**src/sv/pfsb_pkg.sv**
```systemverilog
// Shared types, constants and the pixel combine function of the sprite blitter.
`default_nettype none
package pfsb_pkg;

  localparam int SCREEN_WIDTH_DEF  = 128;
  localparam int SCREEN_HEIGHT_DEF = 64;
  localparam int PAGE_ROWS         = 8;

  localparam logic REG_OFFSET_X = 1'b0;
  localparam logic REG_OFFSET_Y = 1'b1;

  localparam logic CMD_BLIT = 1'b0;
  localparam logic CMD_READ = 1'b1;

  localparam logic [1:0] OP_XOR     = 2'd0;
  localparam logic [1:0] OP_OR      = 2'd1;
  localparam logic [1:0] OP_ANDNOT  = 2'd2;
  localparam logic [1:0] OP_OR_BOTH = 2'd3;

  typedef struct packed {
    logic        skip;
    logic [10:0] col;
    logic [7:0]  page;
    logic [2:0]  shift;
  } place_t;

  function automatic logic [7:0] combine_byte(input logic [7:0] old_byte,
                                              input logic [7:0] bits,
                                              input logic [1:0] op);
    logic [7:0] res;
    case (op)
      OP_XOR:     res = old_byte ^ bits;
      OP_OR:      res = old_byte | bits;
      OP_OR_BOTH: res = old_byte | bits;
      OP_ANDNOT:  res = old_byte & ~bits;
      default:    res = old_byte ^ bits;
    endcase
    return res;
  endfunction

endpackage
`default_nettype wire

```
**src/sv/pfsb_place.sv**
```systemverilog
// Placement unit: destination column, page, shift and clip decision of one sprite byte.
`default_nettype none
module pfsb_place
  import pfsb_pkg::*;
#(
  parameter int SCREEN_WIDTH = SCREEN_WIDTH_DEF
) (
  input  wire logic [8:0] pos_x,
  input  wire logic [8:0] pos_y,
  input  wire logic [8:0] offset_x,
  input  wire logic [8:0] offset_y,
  input  wire logic [7:0] sprite_width,
  input  wire logic [4:0] band_index,
  input  wire logic [7:0] column_index,
  input  wire logic       flip_x,
  output place_t          place
);

  logic [9:0]  x;
  logic [9:0]  y;
  logic [10:0] col;

  always_comb begin
    x = {pos_x[8], pos_x} + {offset_x[8], offset_x};
    y = {pos_y[8], pos_y} + {offset_y[8], offset_y};
    if (flip_x) begin
      col = {x[9], x} + {3'd0, sprite_width} - 11'd1 - {3'd0, column_index};
    end else begin
      col = {x[9], x} + {3'd0, column_index};
    end
    place.col   = col;
    place.skip  = (column_index >= sprite_width) || col[10] ||
                  (col[9:0] > 10'(SCREEN_WIDTH - 1));
    place.page  = {y[9], y[9:3]} + {3'd0, band_index};
    place.shift = y[2:0];
  end

endmodule
`default_nettype wire

```
**config.mk**
```make
export PLATFORM = sky130hd
export DESIGN_NAME = pfsb_place
export DESIGN_NICKNAME = d
export VERILOG_FILES = /design/src/sv/pfsb_pkg.sv /design/src/sv/pfsb_place.sv
export SDC_FILE = /design/constraint.sdc
export NUM_CORES = 1
export LEC_CHECK = 0
export ABC_AREA = 0
export BUFFER_PORTS_ARGS = -buffer_cell sky130_fd_sc_hd__buf_2
export CORE_ASPECT_RATIO = 0.8
export CORE_MARGIN = 5
export CORE_UTILIZATION = 35
export DETAILED_ROUTE_END_ITERATION = 16
export PLACE_DENSITY_LB_ADDON = 0.05
export SLEW_MARGIN = 20
export SYNTH_ARGS = -nofsm -noshare
export SYNTH_HDL_FRONTEND = slang
export SYNTH_SLANG_ARGS = --single-unit
```
**constraint.sdc**
```tcl
create_clock -name vclk -period 4
set_input_delay 0.4 -clock vclk [all_inputs]
set_output_delay 0.4 -clock vclk [all_outputs]
set_load 0.01 [all_outputs]
```
After elaboration in Yosys (flattened, before gate mapping):

Cells that the tools add are included.

* register bits after elaboration: 0
* input port bits: 58
* output and inout bits: 23

* add/sub/neg operators: 7
* order comparisons: 2
* mux-type cells: 1
* reductions and logical operators: 2

Operators by type and width (number)
* 10-bit by 9-bit adder with 11-bit output: 2
* 9-bit by 9-bit adder with 10-bit output: 2
* 11-bit two-way mux: 1
* 11-bit by 1-bit subtractor with 11-bit output (second input constant): 1
* 11-bit by 8-bit subtractor with 11-bit output: 1
* 10-bit by 7-bit greater-than comparator with 1-bit output (second input constant): 1
* 7-bit by 6-bit adder with 8-bit output: 1
* 8-bit greater-or-equal comparator: 1
* 1-bit logical OR: 2

Longest topological paths before layout:

Gate-level depths: netlist of the first run.

* depth in word-level cells: 7
* depth in mapped cells: 18
* depth with buffers taken out: 18

Least setup slack after synthesis of the first run:

Ideal clock, no wire load.

* path kind: in2out
* start: input port pos_x[0]
* end: output port place[22] in the netlist's numbering
* data arrival time: 3.520 ns
* slack: 0.080 ns
* cell stages on the path: 13
* path buffers: 0
* cell sequence: ha_1 -> inv_1 -> fa_1 -> xnor2_1 -> fa_1 -> fa_1 -> a21oi_1 -> o21ai_0 -> or4b_1 -> a31oi_1 -> a2111oi_2 -> o2111a_1 -> o2111ai_1

RTL lines
* from (decl): line pfsb_place.sv:8 `input wire logic [8:0] pos_x,`
* to (decl): line pfsb_place.sv:16 `output place_t place`

==> impl_metrics.prom, run 1 <==
# TYPE chip_impl_metric gauge
chip_impl_metric{name="worstPathArrival",unit="ps"} 3730
chip_impl_metric{name="slowest_cell_delay_on_critical_path",unit="ps"} 540
chip_impl_metric{name="timing_hold_violations_final",unit=""} 0
chip_impl_metric{name="vias_post_dr",unit=""} 2347
chip_impl_metric{name="die_area",unit="um2"} 8306
chip_impl_info{name="hold_crit_class",value="in2out"} 1
chip_impl_metric{name="final_util",unit="%"} 51.39
chip_impl_metric{name="final.setup.tns",unit="ps"} -204.6
chip_impl_info{name="cp_common_cell",value="sky130_fd_sc_hd__fa_2"} 1
chip_impl_metric{name="overflow",unit=""} 0
chip_impl_metric{name="antenna_cells_inserted",unit=""} 0
chip_impl_metric{name="clockBufferCount",unit=""} 0
chip_impl_metric{name="max_cap_violations",unit=""} 0
chip_impl_info{name="cp_cell_instances",value="buf_6, ha_4, inv_2, fa_2, buf_4, xnor2_4, fa_2, fa_2, a21oi_4, o21ai_2, or4b_1, a31oi_2, a2111oi_4, o2111a_1, o2111ai_2, buf_2"} 1
chip_impl_metric{name="timing.max_slew.rel_slack",unit="%"} 63.60
chip_impl_metric{name="setup_ws",unit="ps"} -129.4
chip_impl_metric{name="area.sequential",unit="um2"} 0
chip_impl_info{name="critPathCaptureType",value="output port"} 1
chip_impl_metric{name="hold-path-cell-count",unit=""} 3
chip_impl_metric{name="drt-vias-per-instance",unit=""} 4.751
chip_impl_info{name="leading_area_contributor_after_synthesis",value="sky130_fd_sc_hd__ha_1"} 1
chip_impl_info{name="yosys-top-cells-area",value="sky130_fd_sc_hd__ha_1 27%, sky130_fd_sc_hd__fa_1 11%, sky130_fd_sc_hd__inv_1 6.9%, sky130_fd_sc_hd__xnor2_1 5.3%, sky130_fd_sc_hd__a21oi_1 4.6%"} 1
chip_impl_info{name="timing.setup.critical_path_class",value="in2out"} 1
chip_impl_metric{name="cts_hold_repair.buffers",unit=""} 0
chip_impl_metric{name="m1WireLength",unit="mm"} 2.864
chip_impl_metric{name="fmaxAchievable",unit="MHz"} 242.2
chip_impl_metric{name="rows",unit=""} 26
chip_impl_metric{name="gp_routability_congestion",unit=""} 0.8219
chip_impl_info{name="synth_most_common_cell",value="sky130_fd_sc_hd__ha_1"} 1
chip_impl_metric{name="grt_first_pass_wirelength",unit="mm"} 9.646
chip_impl_metric{name="grt_pass1_vias",unit=""} 2275
chip_impl_metric{name="number_of_antenna_violations_at_the_first_check_in_global_routing",unit=""} 0
chip_impl_metric{name="io-pin-count",unit=""} 81
chip_impl_metric{name="port-buffer-count",unit=""} 81
chip_impl_metric{name="final-max-slew-violation-count",unit=""} 0
chip_impl_metric{name="seq_area_frac_synth",unit="%"} 0
chip_impl_info{name="rsz0062_at_grt",value="true"} 1
chip_impl_metric{name="layout.nets",unit=""} 532
chip_impl_info{name="worstHoldEndpoint",value="place[0]"} 1
chip_impl_metric{name="syn-mean-instance-area",unit="um2"} 7.721
chip_impl_metric{name="area_delta_synth_final",unit="%"} 42.41
chip_impl_info{name="critical_path.startpoint_type",value="primary input"} 1
chip_impl_metric{name="synth_warnings",unit=""} 0
chip_impl_info{name="worst_path_dominant_cell_family",value="adder cells"} 1
chip_impl_metric{name="die_width",unit="um"} 100.7
chip_impl_metric{name="critical_path_required",unit="ps"} 3600
chip_impl_metric{name="antenna_violation_net_count_after_detailed_routing",unit=""} 0
chip_impl_metric{name="drt_pass1_iterations",unit=""} 4
chip_impl_metric{name="finalSetupViolations",unit=""} 3
chip_impl_metric{name="postSynthCellCount",unit=""} 298
chip_impl_metric{name="grt_use_total",unit="%"} 13.58
chip_impl_metric{name="routed_wire_length_per_instance",unit="um"} 11.95
chip_impl_info{name="synth_commonest_cells",value="49 x sky130_fd_sc_hd__ha_1, 42 x sky130_fd_sc_hd__inv_1, 21 x sky130_fd_sc_hd__a21oi_1, 21 x sky130_fd_sc_hd__nor2_1, 18 x sky130_fd_sc_hd__o21ai_0"} 1
chip_impl_metric{name="drive_gt1_share",unit="%"} 38.29
chip_impl_metric{name="filler_cells",unit=""} 662
chip_impl_metric{name="power_leakage",unit="uW"} 0.001703
chip_impl_metric{name="critical_path.n_buffers_inverters",unit=""} 4
chip_impl_info{name="critical-path-slowest-cell",value="sky130_fd_sc_hd__or4b_1"} 1
chip_impl_metric{name="yosysUniqueCellTypes",unit=""} 45
chip_impl_metric{name="worstMarginPinSlew",unit="ps"} 541.0
chip_impl_metric{name="final_wl",unit="mm"} 5.902
chip_impl_info{name="failed_checks",value="setup timing"} 1
chip_impl_metric{name="place.detailed.hpwl",unit="mm"} 5.110
chip_impl_metric{name="n_sequential_cell",unit=""} 0
chip_impl_info{name="top_layer_used",value="met3"} 1
chip_impl_metric{name="met2_length",unit="mm"} 2.638
chip_impl_metric{name="dr.first_iter.drc_count",unit=""} 69
chip_impl_metric{name="wl_met3",unit="um"} 399
chip_impl_metric{name="period_share",unit="%"} 103.2
chip_impl_metric{name="die_h",unit="um"} 82.52
chip_impl_info{name="min-delay-start",value="offset_y[0]"} 1
chip_impl_metric{name="final.min_clock_period",unit="ps"} 4129
chip_impl_metric{name="worst_ir_drop_vdd",unit="uV"} 107.9
chip_impl_metric{name="core_region_area",unit="um2"} 6376
chip_impl_metric{name="start_util",unit="%"} 36.09
chip_impl_metric{name="drc_errors",unit=""} 0
chip_impl_metric{name="mapped_cell_area",unit="um2"} 2301
chip_impl_metric{name="grt_start_max_net_pins",unit=""} 27
chip_impl_info{name="result_of_the_run",value="complete, but fails checks"} 1
chip_impl_metric{name="pwr_dens",unit="nW/um2"} 340.9
chip_impl_metric{name="critical_path_fanouts_max",unit=""} 3
chip_impl_metric{name="synth.net_count",unit=""} 418
chip_impl_metric{name="synth_top_area_share",unit="%"} 26.64
## power breakdown
group	leakage [uW]	internal [uW]	switching (uW)	total [uW]
combinational	0.00170	565	552	1120
clock	0	0	0	0
sequential	0	0	0	0
## per-stage QoR
stage / total power, uW / worst slack (ps) / cells / hold slack, ps / instance area (um2)
finish: 1117 / -129.4 / 494 / 1099 / 3277
global route: 1241 / -254.1 / 494 / 1120 / 3277
CTS: 1064 / -156.0 / 492 / 1105 / 3206
detailed placement: 961.3 / -323.0 / 484 / 1104 / 2979
global placement: 959.0 / -293.3 / 484 / 1095 / 2979
floorplan: 627.1 / 80.48 / 298 / 940.1 / 2301
## layer usage
layer / GRT usage (%) / vias to the layer above
met5: 0 / -
met4: 0 / 0
met3: 1.092 / 0
met2: 24.11 / 53
met1: 19.08 / 1021
li1: - / 1273
## area by class of cell
| type | count | area, um2 | share of cell area (%) |
|---|---|---|---|
| multi-input cells | 253 | 2333 | 71.21 |
| repair buffers | 115 | 680.7 | 20.77 |
| inverters | 42 | 157.7 | 4.811 |
| well taps | 84 | 105.1 | 3.207 |
## cells in the final DEF, fill, tap and decap left out, drive strengths merged, types with 3 or more instances in the layout
master / count
o21ai: 20
xnor2: 14
buf: 115
mux2: 3
nand3: 4
nor2: 21
a21o: 11
nor3: 4
xor2: 12
nor2b: 12
fa: 13
nand2: 16
a31oi: 3
o31ai: 4
nand2b: 7
a211oi: 4
a21boi: 3
a21oi: 21
inv: 42
or3: 4
o21a: 7
ha: 49
## worst min-delay path, stage by stage
cell and delay (ps):
sky130_fd_sc_hd__buf_2 80, sky130_fd_sc_hd__ha_1 100, sky130_fd_sc_hd__buf_2 120
## worst max path at each step
stage	start	depth (start not counted)	end	slack [ps]
floorplan	pos_x[0]	13	place[22]	80
global placement	pos_x[0]	14	place[22]	-290
detailed placement	pos_x[0]	14	place[22]	-320
CTS	offset_x[0]	19	place[22]	-160
global route	offset_x[0]	16	place[22]	-250
finish	offset_x[0]	16	place[22]	-130
## kinds of logic after synthesis
family	after synthesis	synth area share, %
AO/OA/AOI/OAI	85	25.50
adder cells (fa/ha/maj)	62	37.96
multiplexers	5	2.338
buffers and inverters	45	7.395
XOR/XNOR	26	9.897
AND/OR/NAND/NOR	75	16.91
## repair_timing
action,in CTS,in global routing
endpoints found under the setup margin,5,5
pin swaps,28,26
gates resized for setup,28,15
setup buffers,8,2
gates cloned,0,0
No activity file was read; power rests on OpenSTA's default activity.
==> inputs of run 2 (changes only) <==
CORE_UTILIZATION = 39   (was 35)
==> impl_metrics.prom, run 2 (same netlist as run 1, synthesis figures left out) <==
# TYPE chip_impl_metric gauge
chip_impl_info{name="result_of_the_run",value="complete, but fails checks"} 1
chip_impl_info{name="failed_checks",value="setup timing"} 1
chip_impl_metric{name="final.min_clock_period",unit="ps"} 4050
chip_impl_metric{name="drt_pass1_iterations",unit=""} 4
chip_impl_info{name="timing.setup.critical_path_class",value="in2out"} 1
chip_impl_metric{name="grt_pass1_vias",unit=""} 2212
chip_impl_metric{name="worst_ir_drop_vdd",unit="uV"} 95.80
chip_impl_metric{name="finalSetupViolations",unit=""} 1
chip_impl_info{name="hold_crit_class",value="in2out"} 1
chip_impl_metric{name="fin_worst_hold_slack",unit="ps"} 1100
chip_impl_metric{name="rows",unit=""} 25
chip_impl_metric{name="antenna_violation_net_count_after_detailed_routing",unit=""} 0
chip_impl_metric{name="pwr_dens",unit="nW/um2"} 334.4
chip_impl_info{name="critPathCaptureType",value="output port"} 1
chip_impl_metric{name="finish.cell_count_without_fillers",unit=""} 488
chip_impl_metric{name="start_util",unit="%"} 39.55
chip_impl_metric{name="timing.max_slew.rel_slack",unit="%"} 65.56
chip_impl_metric{name="die_h",unit="um"} 78.70
chip_impl_metric{name="final-max-slew-violation-count",unit=""} 0
chip_impl_metric{name="area_delta_synth_final",unit="%"} 41.71
chip_impl_metric{name="port-buffer-count",unit=""} 81
chip_impl_metric{name="power_total",unit="uW"} 1090
chip_impl_metric{name="drt-vias-per-instance",unit=""} 4.811
chip_impl_info{name="layout.cells.most_common_list",value="76 x sky130_fd_sc_hd__buf_2, 41 x sky130_fd_sc_hd__ha_1, 36 x sky130_fd_sc_hd__inv_1, 31 x sky130_fd_sc_hd__buf_4, 21 x sky130_fd_sc_hd__nor2_1"} 1
chip_impl_metric{name="setup_ws",unit="ps"} -50.35
chip_impl_metric{name="n_sequential_cell",unit=""} 0
chip_impl_metric{name="number_of_antenna_violations_at_the_first_check_in_global_routing",unit=""} 0
chip_impl_metric{name="grt_use_total",unit="%"} 13.91
chip_impl_metric{name="overflow",unit=""} 0
chip_impl_metric{name="drive_gt1_share",unit="%"} 36.86
chip_impl_metric{name="final_wl",unit="mm"} 5.690
chip_impl_metric{name="antenna_cells_inserted",unit=""} 0
chip_impl_metric{name="vias_post_dr",unit=""} 2348
chip_impl_metric{name="place.detailed.hpwl",unit="mm"} 4.951
chip_impl_info{name="critical_path.startpoint_type",value="primary input"} 1
chip_impl_metric{name="period_share",unit="%"} 101.3
chip_impl_info{name="worstHoldEndpoint",value="place[0]"} 1
chip_impl_metric{name="place_inst",unit=""} 481
chip_impl_metric{name="critical_path_fanouts_max",unit=""} 3
chip_impl_metric{name="gp_routability_congestion",unit=""} 0.8267
chip_impl_metric{name="core_region_area",unit="um2"} 5818
chip_impl_metric{name="grt_first_pass_wirelength",unit="mm"} 8.976
chip_impl_metric{name="fmaxAchievable",unit="MHz"} 246.9
chip_impl_info{name="min-delay-start",value="offset_y[0]"} 1
chip_impl_metric{name="cts_hold_repair.buffers",unit=""} 0
chip_impl_metric{name="worstPathArrival",unit="ps"} 3650
chip_impl_metric{name="area.sequential",unit="um2"} 0
chip_impl_metric{name="power_leakage",unit="uW"} 0.001694
chip_impl_metric{name="die_width",unit="um"} 95.88
chip_impl_metric{name="io-pin-count",unit=""} 81
chip_impl_metric{name="die_area",unit="um2"} 7545
chip_impl_metric{name="drc_errors",unit=""} 0
chip_impl_metric{name="worstMarginPinSlew",unit="ps"} 511.9
chip_impl_metric{name="grt_start_max_net_pins",unit=""} 27
chip_impl_metric{name="timing_hold_violations_final",unit=""} 0
chip_impl_info{name="layout.cells.most_common",value="sky130_fd_sc_hd__buf_2"} 1
chip_impl_info{name="rsz0062_at_grt",value="true"} 1
chip_impl_metric{name="layout.nets",unit=""} 529
chip_impl_metric{name="dr.first_iter.drc_count",unit=""} 70
chip_impl_metric{name="final_util",unit="%"} 56.04
chip_impl_metric{name="routed_wire_length_per_instance",unit="um"} 11.66
chip_impl_metric{name="critical_path_required",unit="ps"} 3600
chip_impl_metric{name="clockBufferCount",unit=""} 0
chip_impl_metric{name="hold-path-cell-count",unit=""} 3
chip_impl_metric{name="max_cap_violations",unit=""} 0
run 2: final cells by class:
cell class | instances | area (um2)
multi-input combinational | 253 | 2328
fill | 591 | 2557
inverter | 42 | 157.7
timing repair buffer | 112 | 673.1
tap | 81 | 101.3
run 2: per-layer routing:
metal	GRT usage [%]	vias to the layer above	part of all wire, %
met1	19.27	1031	48
met2	24.64	56	46
met3	0.9470	2	6.1
met4	0.7102	0	0.42
li1	-	1259	-
met5	0	-	0
run 2: worst max-delay path by stage:
stage,start,endpoint,slack [ps],depth (start not counted)
2_1_floorplan,pos_x[0],place[22],80,13
3_3_place_gp,pos_x[0],place[22],-310,15
3_5_place_dp,pos_x[0],place[22],-360,14
4_1_cts,pos_x[0],place[22],-150,16
5_1_grt,pos_x[0],place[22],-230,19
6_report,pos_x[0],place[22],-50,16
run 2: critical path, cell delays in order:
cell and delay, ps:
sky130_fd_sc_hd__buf_8 70, sky130_fd_sc_hd__ha_4 120, sky130_fd_sc_hd__inv_2 30, sky130_fd_sc_hd__fa_2 370, sky130_fd_sc_hd__buf_4 170, sky130_fd_sc_hd__xnor2_4 160, sky130_fd_sc_hd__fa_2 490, sky130_fd_sc_hd__fa_2 440
sky130_fd_sc_hd__a21oi_4 150, sky130_fd_sc_hd__o21ai_1 80, sky130_fd_sc_hd__or4b_4 500, sky130_fd_sc_hd__a31oi_4 220, sky130_fd_sc_hd__a2111oi_4 50, sky130_fd_sc_hd__o2111a_1 140, sky130_fd_sc_hd__o2111ai_1 90, sky130_fd_sc_hd__buf_2 160
run 2: what timing repair did:
item | 4_1_cts | 5_1_grt
buffers inserted | 4 | 3
endpoints found under the setup margin | 5 | 5
resized for setup | 27 | 18
pin swaps | 20 | 19
run 2: per-stage QoR:
step / setup WS, ps / setup TNS, ps / instance area [um2]
detailed placement: -355.8 / -988.4 / 2975
floorplan: 80.48 / 0 / 2301
global placement: -314.9 / -805.0 / 2975
finish: -50.35 / -50.35 / 3261
global route: -229.8 / -522.6 / 3261
CTS: -151.7 / -212.6 / 3154
run 2: power breakdown:
group	internal (uW)	total, uW	switching (uW)
clock network	0	0	0
registers	0	0	0
logic	557	1090	533
